--- config.mk ---
export PLATFORM = sky130hd
export DESIGN_NAME = preemptive_priority_task_scheduler
export DESIGN_NICKNAME = d
export VERILOG_FILES = /design/src/sv/ppts_pkg.sv /design/src/sv/ppts_cell.sv /design/src/sv/ppts_chain.sv /design/src/sv/preemptive_priority_task_scheduler.sv
export SDC_FILE = /design/constraint.sdc
export NUM_CORES = 2
export LEC_CHECK = 0
export BUFFER_PORTS_ARGS = -buffer_cell sky130_fd_sc_hd__buf_2
export CELL_PAD_IN_SITES_DETAIL_PLACEMENT = 1
export CELL_PAD_IN_SITES_GLOBAL_PLACEMENT = 1
export CORE_MARGIN = 1.5
export CORE_UTILIZATION = 45
export CTS_BUF_LIST = sky130_fd_sc_hd__clkbuf_4 sky130_fd_sc_hd__clkbuf_8
export DETAILED_ROUTE_END_ITERATION = 6
export PLACE_DENSITY = 0.69
export SLEW_MARGIN = 10
export SYNTH_ARGS = -nofsm -noshare
export SYNTH_HDL_FRONTEND = slang
export SYNTH_HIERARCHICAL = 1
export SYNTH_SLANG_ARGS = --single-unit
--- constraint.sdc ---
create_clock -name clk -period 7.2 [get_ports clk]
set_input_delay 0.36 -clock clk [delete_from_list [all_inputs] [get_ports clk]]
set_output_delay 0.36 -clock clk [all_outputs]
set_load 0.01 [all_outputs]
--- src/sv/ppts_pkg.sv ---
// ----------------------------------------------------------------------------
// ppts_pkg
// Shared types, codes and defaults for the preemptive priority task scheduler.
// ----------------------------------------------------------------------------
package ppts_pkg;

  localparam int QUEUE_DEPTH = 16;
  localparam int TIME_WIDTH  = 32;

  localparam int ID_W    = 8;
  localparam int DUR_W   = 16;
  localparam int FTIME_W = 32;

  // operation codes of an input transaction
  localparam logic [1:0] OP_ARRIVE = 2'd0;
  localparam logic [1:0] OP_TICK   = 2'd1;
  localparam logic [1:0] OP_DONE   = 2'd2;

  // configuration register indexes
  localparam logic CFG_PRIORITY_MODE  = 1'b0;
  localparam logic CFG_HARD_DEADLINES = 1'b1;

  typedef enum logic [2:0] {
    CMD_NONE     = 3'd0,
    CMD_ACCEPTED = 3'd1,
    CMD_OVERFLOW = 3'd2,
    CMD_DISPATCH = 3'd3,
    CMD_PREEMPT  = 3'd4,
    CMD_ABORT    = 3'd5
  } cmd_t;

  typedef struct packed {
    logic [1:0]         operation;
    logic [ID_W-1:0]    task_id;
    logic [DUR_W-1:0]   task_duration;
    logic [FTIME_W-1:0] task_deadline;
    logic [FTIME_W-1:0] now;
  } in_item_t;

  typedef struct packed {
    logic [2:0]      command;
    logic [ID_W-1:0] out_task_id;
    logic            last;
  } out_item_t;

  // queue command from the controller to the cell chain
  typedef struct packed {
    logic pop;
    logic load;
  } qcmd_t;

  typedef enum logic [2:0] {
    ST_IDLE,
    ST_EXEC,
    ST_INS_WAIT,
    ST_ACK,
    ST_REQ,
    ST_DISP2,
    ST_HARD,
    ST_REDISP
  } fsm_t;

endpackage

--- src/sv/ppts_cell.sv ---
// ----------------------------------------------------------------------------
// ppts_cell
// One queue slot: holds a task, takes a carried task walking down the chain,
// and shifts toward the head on a pop.
// ----------------------------------------------------------------------------
module ppts_cell #(
  parameter int TW = ppts_pkg::TIME_WIDTH
) (
  input  logic                      clk,
  input  logic                      rst_n,
  input  logic                      mode,
  input  logic                      occ,
  input  logic                      pop,
  input  logic [ppts_pkg::ID_W-1:0] nb_id,
  input  logic [ppts_pkg::DUR_W-1:0] nb_dur,
  input  logic [TW-1:0]             nb_dl,
  input  logic                      cin_valid,
  input  logic                      cin_shift,
  input  logic [ppts_pkg::ID_W-1:0] cin_id,
  input  logic [ppts_pkg::DUR_W-1:0] cin_dur,
  input  logic [TW-1:0]             cin_dl,
  output logic [ppts_pkg::ID_W-1:0] ent_id,
  output logic [ppts_pkg::DUR_W-1:0] ent_dur,
  output logic [TW-1:0]             ent_dl,
  output logic                      cout_valid,
  output logic                      cout_shift,
  output logic [ppts_pkg::ID_W-1:0] cout_id,
  output logic [ppts_pkg::DUR_W-1:0] cout_dur,
  output logic [TW-1:0]             cout_dl,
  output logic                      dep
);
  import ppts_pkg::*;

  localparam int KW = (TW > DUR_W) ? TW : DUR_W;

  logic [ID_W-1:0]  id_r, id_nxt;
  logic [DUR_W-1:0] dur_r, dur_nxt;
  logic [TW-1:0]    dl_r, dl_nxt;
  logic             cv_r, cv_nxt;
  logic             cs_r, cs_nxt;
  logic [ID_W-1:0]  cid_r, cid_nxt;
  logic [DUR_W-1:0] cdur_r, cdur_nxt;
  logic [TW-1:0]    cdl_r, cdl_nxt;
  logic [KW-1:0]    cin_key, my_key;

  assign cin_key = mode ? KW'(cin_dl) : KW'(cin_dur);
  assign my_key  = mode ? KW'(dl_r)   : KW'(dur_r);

  always_comb begin
    id_nxt   = id_r;
    dur_nxt  = dur_r;
    dl_nxt   = dl_r;
    cv_nxt   = 1'b0;
    cs_nxt   = cs_r;
    cid_nxt  = cid_r;
    cdur_nxt = cdur_r;
    cdl_nxt  = cdl_r;
    dep      = 1'b0;
    if (pop) begin
      id_nxt  = nb_id;
      dur_nxt = nb_dur;
      dl_nxt  = nb_dl;
    end else if (cin_valid) begin
      if (!occ) begin
        // first free slot: deposit here
        id_nxt  = cin_id;
        dur_nxt = cin_dur;
        dl_nxt  = cin_dl;
        dep     = 1'b1;
      end else if (cin_shift || (cin_key < my_key)) begin
        // take the carried task, push ours on down the chain
        id_nxt   = cin_id;
        dur_nxt  = cin_dur;
        dl_nxt   = cin_dl;
        cv_nxt   = 1'b1;
        cs_nxt   = 1'b1;
        cid_nxt  = id_r;
        cdur_nxt = dur_r;
        cdl_nxt  = dl_r;
      end else begin
        cv_nxt   = 1'b1;
        cs_nxt   = 1'b0;
        cid_nxt  = cin_id;
        cdur_nxt = cin_dur;
        cdl_nxt  = cin_dl;
      end
    end
  end

  always_ff @(posedge clk) begin
    if (!rst_n) begin
      cv_r <= 1'b0;
    end else begin
      cv_r <= cv_nxt;
    end
    id_r   <= id_nxt;
    dur_r  <= dur_nxt;
    dl_r   <= dl_nxt;
    cs_r   <= cs_nxt;
    cid_r  <= cid_nxt;
    cdur_r <= cdur_nxt;
    cdl_r  <= cdl_nxt;
  end

  assign ent_id     = id_r;
  assign ent_dur    = dur_r;
  assign ent_dl     = dl_r;
  assign cout_valid = cv_r;
  assign cout_shift = cs_r;
  assign cout_id    = cid_r;
  assign cout_dur   = cdur_r;
  assign cout_dl    = cdl_r;

endmodule

--- src/sv/ppts_chain.sv ---
// ----------------------------------------------------------------------------
// ppts_chain
// Sorted wait queue as a row of cells; the head sits in cell 0.
// ----------------------------------------------------------------------------
module ppts_chain #(
  parameter int DEPTH = ppts_pkg::QUEUE_DEPTH,
  parameter int TW    = ppts_pkg::TIME_WIDTH,
  parameter int CW    = $clog2(DEPTH + 1)
) (
  input  logic                       clk,
  input  logic                       rst_n,
  input  logic                       mode,
  input  logic [CW-1:0]              cnt,
  input  ppts_pkg::qcmd_t            qcmd,
  input  logic [ppts_pkg::ID_W-1:0]  ld_id,
  input  logic [ppts_pkg::DUR_W-1:0] ld_dur,
  input  logic [TW-1:0]              ld_dl,
  output logic [ppts_pkg::ID_W-1:0]  head_id,
  output logic [ppts_pkg::DUR_W-1:0] head_dur,
  output logic [TW-1:0]              head_dl,
  output logic                       ins_done
);
  import ppts_pkg::*;

  logic [ID_W-1:0]  e_id  [DEPTH];
  logic [DUR_W-1:0] e_dur [DEPTH];
  logic [TW-1:0]    e_dl  [DEPTH];
  logic [ID_W-1:0]  n_id  [DEPTH];
  logic [DUR_W-1:0] n_dur [DEPTH];
  logic [TW-1:0]    n_dl  [DEPTH];
  logic             c_v   [DEPTH+1];
  logic             c_s   [DEPTH+1];
  logic [ID_W-1:0]  c_id  [DEPTH+1];
  logic [DUR_W-1:0] c_dur [DEPTH+1];
  logic [TW-1:0]    c_dl  [DEPTH+1];
  logic [DEPTH-1:0] dep;
  logic             ld_v_r;

  // launch the new task into the head cell in the cycle after the load
  always_ff @(posedge clk) begin
    if (!rst_n) begin
      ld_v_r <= 1'b0;
    end else begin
      ld_v_r <= qcmd.load;
    end
  end

  assign c_v[0]   = ld_v_r;
  assign c_s[0]   = 1'b0;
  assign c_id[0]  = ld_id;
  assign c_dur[0] = ld_dur;
  assign c_dl[0]  = ld_dl;

  for (genvar i = 0; i < DEPTH; i++) begin : g_cell
    if (i < DEPTH - 1) begin : g_nb
      assign n_id[i]  = e_id[i+1];
      assign n_dur[i] = e_dur[i+1];
      assign n_dl[i]  = e_dl[i+1];
    end else begin : g_end
      assign n_id[i]  = e_id[i];
      assign n_dur[i] = e_dur[i];
      assign n_dl[i]  = e_dl[i];
    end

    ppts_cell #(.TW(TW)) u_cell (
      .clk       (clk),
      .rst_n     (rst_n),
      .mode      (mode),
      .occ       (cnt > CW'(i)),
      .pop       (qcmd.pop),
      .nb_id     (n_id[i]),
      .nb_dur    (n_dur[i]),
      .nb_dl     (n_dl[i]),
      .cin_valid (c_v[i]),
      .cin_shift (c_s[i]),
      .cin_id    (c_id[i]),
      .cin_dur   (c_dur[i]),
      .cin_dl    (c_dl[i]),
      .ent_id    (e_id[i]),
      .ent_dur   (e_dur[i]),
      .ent_dl    (e_dl[i]),
      .cout_valid(c_v[i+1]),
      .cout_shift(c_s[i+1]),
      .cout_id   (c_id[i+1]),
      .cout_dur  (c_dur[i+1]),
      .cout_dl   (c_dl[i+1]),
      .dep       (dep[i])
    );
  end

  assign head_id  = e_id[0];
  assign head_dur = e_dur[0];
  assign head_dl  = e_dl[0];
  assign ins_done = |dep;

endmodule

--- src/sv/preemptive_priority_task_scheduler.sv ---
// ----------------------------------------------------------------------------
// preemptive_priority_task_scheduler
// Sorted wait queue plus one running task, with dispatch, preemption and,
// when hard deadlines are set, deadline abort on each scheduling tick.
// ----------------------------------------------------------------------------
// One input transaction is handled at a time. An accepted arrival waits
// while the new task walks down the cell chain, one cell per cycle, to its
// insertion slot; a preempted running task is requeued the same way during
// its tick. Each result waits for the output register to be free; the next
// item is taken while the last result of the previous one is still held
// there. Configuration writes are always ready and take effect at once.
module preemptive_priority_task_scheduler #(
  parameter int QUEUE_DEPTH = ppts_pkg::QUEUE_DEPTH,
  parameter int TIME_WIDTH  = ppts_pkg::TIME_WIDTH
) (
  input  logic                clk,
  input  logic                rst_n,
  input  logic                in_valid,
  output logic                in_ready,
  input  ppts_pkg::in_item_t  in_data,
  output logic                out_valid,
  input  logic                out_ready,
  output ppts_pkg::out_item_t out_data,
  input  logic                cfg_valid,
  output logic                cfg_ready,
  input  logic                cfg_index,
  input  logic                cfg_data
);
  import ppts_pkg::*;

  localparam int TW = TIME_WIDTH;
  localparam int CW = $clog2(QUEUE_DEPTH + 1);
  localparam int KW = (TW > DUR_W) ? TW : DUR_W;

  fsm_t             state_r, state_nxt;
  logic [1:0]       op_r, op_nxt;
  logic [ID_W-1:0]  tid_r, tid_nxt;
  logic [DUR_W-1:0] tdur_r, tdur_nxt;
  logic [TW-1:0]    tdl_r, tdl_nxt;
  logic [TW-1:0]    now_r, now_nxt;
  logic [CW-1:0]    cnt_r, cnt_nxt;
  logic             run_v_r, run_v_nxt;
  logic [ID_W-1:0]  run_id_r, run_id_nxt;
  logic [DUR_W-1:0] run_dur_r, run_dur_nxt;
  logic [TW-1:0]    run_dl_r, run_dl_nxt;
  logic             emitted_r, emitted_nxt;
  logic             out_valid_r;
  out_item_t        out_data_r;
  logic             mode_r, hard_r;

  qcmd_t            qcmd;
  logic [ID_W-1:0]  head_id;
  logic [DUR_W-1:0] head_dur;
  logic [TW-1:0]    head_dl;
  logic             ins_done;
  logic [KW-1:0]    head_key, run_key;
  logic             slot_free, emit, q_empty, q_full;
  logic             head_late, run_late;
  out_item_t        emit_data;

  ppts_chain #(
    .DEPTH(QUEUE_DEPTH),
    .TW   (TW),
    .CW   (CW)
  ) u_chain (
    .clk     (clk),
    .rst_n   (rst_n),
    .mode    (mode_r),
    .cnt     (cnt_r),
    .qcmd    (qcmd),
    .ld_id   (tid_r),
    .ld_dur  (tdur_r),
    .ld_dl   (tdl_r),
    .head_id (head_id),
    .head_dur(head_dur),
    .head_dl (head_dl),
    .ins_done(ins_done)
  );

  assign head_key  = mode_r ? KW'(head_dl)  : KW'(head_dur);
  assign run_key   = mode_r ? KW'(run_dl_r) : KW'(run_dur_r);
  assign head_late = head_dl <= now_r;
  assign run_late  = run_dl_r <= now_r;
  assign q_empty   = cnt_r == '0;
  assign q_full    = cnt_r == CW'(QUEUE_DEPTH);
  assign slot_free = !out_valid_r || out_ready;

  always_comb begin
    state_nxt   = state_r;
    op_nxt      = op_r;
    tid_nxt     = tid_r;
    tdur_nxt    = tdur_r;
    tdl_nxt     = tdl_r;
    now_nxt     = now_r;
    cnt_nxt     = cnt_r;
    run_v_nxt   = run_v_r;
    run_id_nxt  = run_id_r;
    run_dur_nxt = run_dur_r;
    run_dl_nxt  = run_dl_r;
    emitted_nxt = emitted_r;
    qcmd        = '0;
    in_ready    = 1'b0;
    emit        = 1'b0;
    emit_data   = '{command: CMD_NONE, out_task_id: '0, last: 1'b1};

    unique case (state_r)
      ST_IDLE: begin
        in_ready = 1'b1;
        if (in_valid) begin
          op_nxt      = in_data.operation;
          tid_nxt     = in_data.task_id;
          tdur_nxt    = in_data.task_duration;
          tdl_nxt     = TW'(in_data.task_deadline);
          now_nxt     = TW'(in_data.now);
          emitted_nxt = 1'b0;
          state_nxt   = ST_EXEC;
        end
      end

      ST_EXEC: begin
        unique case (op_r)
          OP_ARRIVE: begin
            if (q_full) begin
              if (slot_free) begin
                emit      = 1'b1;
                emit_data = '{command: CMD_OVERFLOW, out_task_id: tid_r, last: 1'b1};
                state_nxt = ST_IDLE;
              end
            end else begin
              qcmd.load = 1'b1;
              state_nxt = ST_INS_WAIT;
            end
          end
          OP_TICK: begin
            if (!q_empty && !run_v_r) begin
              if (slot_free) begin
                qcmd.pop    = 1'b1;
                cnt_nxt     = cnt_r - 1'b1;
                run_v_nxt   = 1'b1;
                run_id_nxt  = head_id;
                run_dur_nxt = head_dur;
                run_dl_nxt  = head_dl;
                emit        = 1'b1;
                emit_data   = '{command: CMD_DISPATCH, out_task_id: head_id,
                                last: !(hard_r && head_late)};
                emitted_nxt = 1'b1;
                state_nxt   = ST_HARD;
              end
            end else if (!q_empty && (run_key > head_key)) begin
              if (slot_free) begin
                // park the preempted task, requeue it after the pop
                qcmd.pop    = 1'b1;
                cnt_nxt     = cnt_r - 1'b1;
                tid_nxt     = run_id_r;
                tdur_nxt    = run_dur_r;
                tdl_nxt     = run_dl_r;
                run_id_nxt  = head_id;
                run_dur_nxt = head_dur;
                run_dl_nxt  = head_dl;
                emit        = 1'b1;
                emit_data   = '{command: CMD_PREEMPT, out_task_id: run_id_r, last: 1'b0};
                emitted_nxt = 1'b1;
                state_nxt   = ST_REQ;
              end
            end else begin
              state_nxt = ST_HARD;
            end
          end
          OP_DONE: begin
            if (slot_free) begin
              run_v_nxt = 1'b0;
              emit      = 1'b1;
              state_nxt = ST_IDLE;
            end
          end
          default: begin
            if (slot_free) begin
              emit      = 1'b1;
              state_nxt = ST_IDLE;
            end
          end
        endcase
      end

      ST_INS_WAIT: begin
        if (ins_done) begin
          cnt_nxt   = cnt_r + 1'b1;
          state_nxt = (op_r == OP_ARRIVE) ? ST_ACK : ST_DISP2;
        end
      end

      ST_ACK: begin
        if (slot_free) begin
          emit      = 1'b1;
          emit_data = '{command: CMD_ACCEPTED, out_task_id: tid_r, last: 1'b1};
          state_nxt = ST_IDLE;
        end
      end

      ST_REQ: begin
        qcmd.load = 1'b1;
        state_nxt = ST_INS_WAIT;
      end

      ST_DISP2: begin
        if (slot_free) begin
          emit      = 1'b1;
          emit_data = '{command: CMD_DISPATCH, out_task_id: run_id_r,
                        last: !(hard_r && run_late)};
          state_nxt = ST_HARD;
        end
      end

      ST_HARD: begin
        if (hard_r && run_v_r && run_late) begin
          if (slot_free) begin
            run_v_nxt   = 1'b0;
            emit        = 1'b1;
            emit_data   = '{command: CMD_ABORT, out_task_id: run_id_r, last: q_empty};
            emitted_nxt = 1'b1;
            state_nxt   = q_empty ? ST_IDLE : ST_REDISP;
          end
        end else if (!emitted_r) begin
          if (slot_free) begin
            emit      = 1'b1;
            state_nxt = ST_IDLE;
          end
        end else begin
          state_nxt = ST_IDLE;
        end
      end

      ST_REDISP: begin
        if (slot_free) begin
          qcmd.pop    = 1'b1;
          cnt_nxt     = cnt_r - 1'b1;
          run_v_nxt   = 1'b1;
          run_id_nxt  = head_id;
          run_dur_nxt = head_dur;
          run_dl_nxt  = head_dl;
          emit        = 1'b1;
          emit_data   = '{command: CMD_DISPATCH, out_task_id: head_id, last: 1'b1};
          state_nxt   = ST_IDLE;
        end
      end

      default: state_nxt = ST_IDLE;
    endcase
  end

  always_ff @(posedge clk) begin
    if (!rst_n) begin
      state_r     <= ST_IDLE;
      cnt_r       <= '0;
      run_v_r     <= 1'b0;
      emitted_r   <= 1'b0;
      out_valid_r <= 1'b0;
      mode_r      <= 1'b0;
      hard_r      <= 1'b0;
    end else begin
      state_r   <= state_nxt;
      cnt_r     <= cnt_nxt;
      run_v_r   <= run_v_nxt;
      emitted_r <= emitted_nxt;
      if (emit) begin
        out_valid_r <= 1'b1;
      end else if (out_ready) begin
        out_valid_r <= 1'b0;
      end
      if (cfg_valid) begin
        unique case (cfg_index)
          CFG_PRIORITY_MODE:  mode_r <= cfg_data;
          CFG_HARD_DEADLINES: hard_r <= cfg_data;
          default: ;
        endcase
      end
    end
  end

  always_ff @(posedge clk) begin
    op_r      <= op_nxt;
    tid_r     <= tid_nxt;
    tdur_r    <= tdur_nxt;
    tdl_r     <= tdl_nxt;
    now_r     <= now_nxt;
    run_id_r  <= run_id_nxt;
    run_dur_r <= run_dur_nxt;
    run_dl_r  <= run_dl_nxt;
    if (emit) begin
      out_data_r <= emit_data;
    end
  end

  assign out_valid = out_valid_r;
  assign out_data  = out_data_r;
  assign cfg_ready = 1'b1;

  a_cnt_bound: assert property (@(posedge clk) disable iff (!rst_n)
    cnt_r <= CW'(QUEUE_DEPTH))
    else $error("queue count above depth");

  a_pop_nonempty: assert property (@(posedge clk) disable iff (!rst_n)
    qcmd.pop |-> !q_empty)
    else $error("pop from empty queue");

  a_ins_room: assert property (@(posedge clk) disable iff (!rst_n)
    (state_r == ST_INS_WAIT) |-> !q_full)
    else $error("insertion into full queue");

  a_done_in_wait: assert property (@(posedge clk) disable iff (!rst_n)
    ins_done |-> (state_r == ST_INS_WAIT))
    else $error("insertion finished outside wait state");

  a_load_then_wait: assert property (@(posedge clk) disable iff (!rst_n)
    qcmd.load |=> (state_r == ST_INS_WAIT))
    else $error("load not followed by insertion wait");

endmodule

# Yosys cells after proc, flatten, opt, wreduce, memory -nomap -nowiden
# Index checks and enable logic that the tools add are counted.
op_classes:
  n_lt_le_gt_ge: 35
  reduce_logical: 109
  n_mux: 438
  eq_ne: 38
  add_sub_neg: 2
  n_bitwise: 18
ops:
  columns: ["cell", "n"]
  rows:
  - ["$mux 32", 119]
  - ["$mux 16", 86]
  - ["$mux 8", 86]
  - ["$lt 32x32->1", 16]
  - ["$pmux 32 s2", 2]
  - ["$mux 1", 100]
  - ["$le 32x32->1", 2]
  - ["$pmux 16 s2", 2]
  - ["$mux 12", 5]
  - ["$pmux 12 s5", 1]
  - ["$mux 11", 5]
  - ["$reduce_and 3->1", 17]
  - ["$reduce_or 3->1", 16]
  - ["$ne 3x1->1 const B", 15]
  - ["$gt 5x4->1 const B", 8]
  - ["$mux 3", 13]
  - ["$reduce_and 2->1", 18]
  - ["$reduce_bool 2->1", 18]
  - ["$gt 32x32->1", 1]
  - ["$pmux 8 s2", 2]
  - ["$mux 5", 5]
  - ["$pmux 12 s2", 1]
  - ["$pmux 3 s7", 1]
  - ["$gt 5x3->1 const B", 4]
  - ["33 further kinds", 97]
word_totals:
  output_inout_bits: 15
  regBits: 1938
  input_bits: 97

# Depth between registers and ports, before layout
logic_depth:
  ltp_word: 11
  depth_mapped: 23
  mapped_depth_nobuf: 18

# Hierarchy
# The synthesis kept the hierarchy.
modules_own_cells:
  columns: ["module", "area_each_um2", "seq_area_each_um2", "n_inst", "cells_each"]
  rows:
  - ["ppts_cell", 6044.5, 3413.3, 16, 397]
  - ["preemptive_priority_task_scheduler", 9947.0, 5004.8, 1, 801]
  - ["ppts_chain", 224.0, 20.0, 1, 39]

# Least setup slack after synthesis
# OpenSTA, ideal clock, no wires.
synth_path:
  path_type: "flip-flop to flip-flop"
  start: "register mode_r"
  end: "register run_dl_r[0] (enable)"
  path_stages_with_launch: 12
  period_less_slack_ns: 6.339
  arrival_time_ns: 5.851
  slack_ns: 0.861
  required_ns: 6.712
  path_cell_list: "dfxtp_1 > clkbuf_1 > clkbuf_1 > clkbuf_1 > nand2_1 > ha_1 > nand4_4 > nor4_4 > and2_4 > a221oi_4 > nand3b_1 > a21oi_1"
synth_via:
  elab_chain_cells: 5
  word_cells_on_any_way: 6
  cone_classes: "order compare: 1; eq/ne: 1; mux: 2; reduce/logical: 2"
synth_lines:
  columns: ["item", "line_no", "source"]
  rows:
  - ["from (decl)", "preemptive_priority_task_scheduler.sv:49", "logic mode_r, hard_r;"]
  - ["from (signal assigned)", "preemptive_priority_task_scheduler.sv:272", "CFG_PRIORITY_MODE: mode_r <= cfg_data;"]
  - ["$mux 32 (on tied branches)", "preemptive_priority_task_scheduler.sv:81, preemptive_priority_task_scheduler.sv:80", null]
  - ["$gt 32x32->1 (*)", "preemptive_priority_task_scheduler.sv:149", "end else if (!q_empty && (run_key > head_key)) begin"]
  - ["$logic_and 1x1->1 (*)", "preemptive_priority_task_scheduler.sv:149", null]
  - ["$ne 3x3->1 (no source line) (*)", null, null]
  - ["$reduce_and 3->1 (no source line) (*)", null, null]
  - ["to (signal assigned)", "preemptive_priority_task_scheduler.sv:288", "run_dl_r <= run_dl_nxt;"]
  - ["to (decl)", "preemptive_priority_task_scheduler.sv:45", "logic [TW-1:0] run_dl_r, run_dl_nxt;"]
# Mark *: on every way between the ends. The rest lies on a longest branch, timed or not.
# A chain may end at the register's enable or synchronous reset.

==> results.py <==
metrics = {
    "yosys": {
        "syn_inst": 7071,
        "syn_area_per_cell_um2": 14.8,
        "syn_area_um2": 104000,
        "yosys_warnings": 6,
    },
    "floorplan": {
        "start_util": 0.453,
        "pin_count": 112,
        "die-height_um": 485,
        "row_count": 176,
        "fp.coreArea_um2": 230000,
        "die_w_um": 485,
        "die_area_um2": 235000,
    },
    "placement": {
        "placed_cells": 10000,
        "io_buffers": 110,
        "gp_congestion": 0.837,
        "pre_cts_slack_ns": 0.998,
        "hpwl_um": 187000,
        "place_area_um2": 109000,
    },
    "setup_path": {
        "cp-startpoint": "mode_r$_SDFFE_PN0P_",
        "crit_type": "register to register",
        "crit_path_start_kind": "register",
        "r2r-start": "mode_r$_SDFFE_PN0P_",
        "cp.required_ns": 8.12,
        "max_stage_delay_ns": 0.75,
        "path_cells": "mux2_2 > ha_1 > and4_1 > nand2_1 > a2111o_1 > nand3_1 > a221oi_4 > nand3b_1 > a21oi_4 > nor3b_1 > nor4_1 > nand4_1 > nand2_1 > nand2_1 > a21oi_1 > a21oi_1 > dlygate4sd3_1 > o311a_1 > dlygate4sd3_1",
        "worst_path_max_delay_cell": "dfxtp_4",
        "critical_path_arrival_ns": 7.60,
        "crit_fanout": 44,
        "cp-end-kind": "register",
        "crit_path_frequent_cell": "nand2_1",
    },
    "drt": {
        "drt_iter0_drc": 3336,
        "ant_nets": 0,
        "drc": 0,
        "vias_per_cell": 5.69,
        "vias": 61300,
        "wl_per_cell_um": 24.1,
        "totalWireLength_um": 259000,
        "firstDrtPassIters": 5,
    },
    "layout": {
        "stdcell_count": 10800,
        "fin_area_um2": 117000,
        "postLayoutCoreUtil": 0.509,
        "nets": 8191,
        "drive_gt1_frac": 0.378,
        "synthToLayoutAreaGrowth_pct": 12.3,
        "nFillCells": 22300,
    },
    "sta": {
        "max_freq_mhz": 150,
        "hold_viol_final": 0,
        "drv_slew": 0,
        "tns_ns": 0,
        "rsz0062_at_grt": "no",
        "finalCritPeriodShare": 0.927,
        "slew_headroom": 0.201,
        "tightest_slew_ns": 1.19,
        "finalClockSkew_ns": 0.0738,
        "setup_viol": 0,
        "worst_slack_ns": 0.523,
        "period_needed_ns": 6.68,
    },
    "power_and_ir_drop": {
        "ir_worst_vdd_mv": 0.181,
        "p_leak_nw": 41.5,
        "p_per_area_nw_per_um2": 217,
    },
    "cts": {
        "clock-root-buffer": "clkbuf_8",
        "cts_sinks": 1938,
        "cts_inserted_buffers": 354,
        "htree_levels": 5,
        "clk_pin_slew_ns": 0.06,
        "cts_tree": "yes",
        "insertion_delay_ns": 1.05,
        "cts_buffer_depth": 4,
    },
    "min_path": {
        "hp-start": "in_data[63]",
        "min_path_type": "input pin to register",
    },
    "grt": {
        "grt_first_pass_wirelength_um": 404000,
        "grt_pass1_vias": 66700,
        "overflow": 0,
        "grt_use_total": 0.219,
        "grt_max_degree": 193,
        "antenna_found_initial": 5,
    },
    "flow_run": {
        "maxCapViolCount": 0,
    },
    "status": {
        "outcome": "finished, final reports clean",
    },
}
[timing repair]
action,in CTS,in global routing
setup endpoints to repair,0,1
buffers inserted,0,1
hold endpoints to repair,133,0
hold buffers,136,0
gates resized for setup,0,0
[metrics by stage]
step / power [mW] / hold slack [ns]
floorplan: 14.9 / 0.459
global placement: 15.5 / 0.486
detailed placement: 15.6 / 0.494
CTS: 25.8 / 0.0644
global route: 26.5 / 0.114
finish: 25.5 / 0.183
[placed cells by master (no fill, tap or decap), types with 120 or more instances in the layout]
cell	n
a21oi_1	273
and2_1	294
buf_4	120
clkbuf_8	363
dlygate4sd3_1	136
edfxtp_1	1909
ha_1	595
mux2_2	1756
mux2_4	300
mux2i_1	262
nand2_1	500
[where the power goes]
| part | switching, mW | internal, mW | total, mW |
|---|---|---|---|
| registers | 0.178 | 12.6 | 12.8 |
| clock network | 4.62 | 5.45 | 10.1 |
| logic | 1.36 | 1.30 | 2.65 |
| total | 6.15 | 19.3 | 25.5 |
[flip-flops by register name, summed over array words and instances (netlist names), 2 cells and up, named ones only]
register / flops
u_chain/g_cell.u_cell/ent_dl: 512
u_chain/g_cell.u_cell/cout_dl: 480
u_chain/g_cell.u_cell/ent_dur: 256
u_chain/g_cell.u_cell/cout_dur: 240
u_chain/g_cell.u_cell/ent_id: 128
u_chain/g_cell.u_cell/cout_id: 120
now_r: 32
run_dl_r: 32
tdl_r: 32
run_dur_r: 16
tdur_r: 16
u_chain/g_cell.u_cell/cout_shift: 15
u_chain/g_cell.u_cell/cout_valid: 15
out_data: 12
run_id_r: 8
tid_r: 8
cnt_r: 5
state_r: 3
op_r: 2
[per-layer routing]
metal | vias up | share of wire | track usage
met2 | 1137 | 0.51 | 0.389
met3 | 477 | 0.034 | 0.0303
met1 | 31400 | 0.42 | 0.271
met5 | - | 0 | 0
li1 | 28300 | - | -
met4 | 0 | 0.033 | 0.0752
[final cells by class]
cell class | instances | area (µm²) | share of cell area
Antenna cell | 7 | 17.5 | 0.000149
Clock buffer | 471 | 5810 | 0.0495
Clock inverter | 128 | 719 | 0.00614
Inverter | 75 | 282 | 0.00240
Multi-Input combinational cell | 4712 | 44900 | 0.383
Sequential cell | 1938 | 57900 | 0.494
Tap cell | 3026 | 3790 | 0.0323
Timing Repair Buffer | 417 | 3840 | 0.0328
[worst max-delay path, delay by kind of cell (launching register included)]
family / cells / cell delay [ns]
AND/OR/NAND/NOR: 9 / 2.26
buffers and inverters: 2 / 1.16
multiplexers: 1 / 0.41
adder cells (fa/ha/maj): 1 / 0.32
flip-flops: 1 / 0.75
AO/OA/AOI/OAI: 6 / 1.63
[worst paths after layout]
check | end | cells past startpoint | slack (ns)
hold / removal | tdl_r[31]$_DFFE_PP_ | 3 | 0.18
setup reg to reg | state_r[0]$_SDFFE_PN0P_ | 19 | 0.52
setup / recovery | state_r[0]$_SDFFE_PN0P_ | 19 | 0.52
hold reg to reg | run_id_r[6]$_DFFE_PP_ | 0 | 0.51
(Power assumes the default switching activity.)
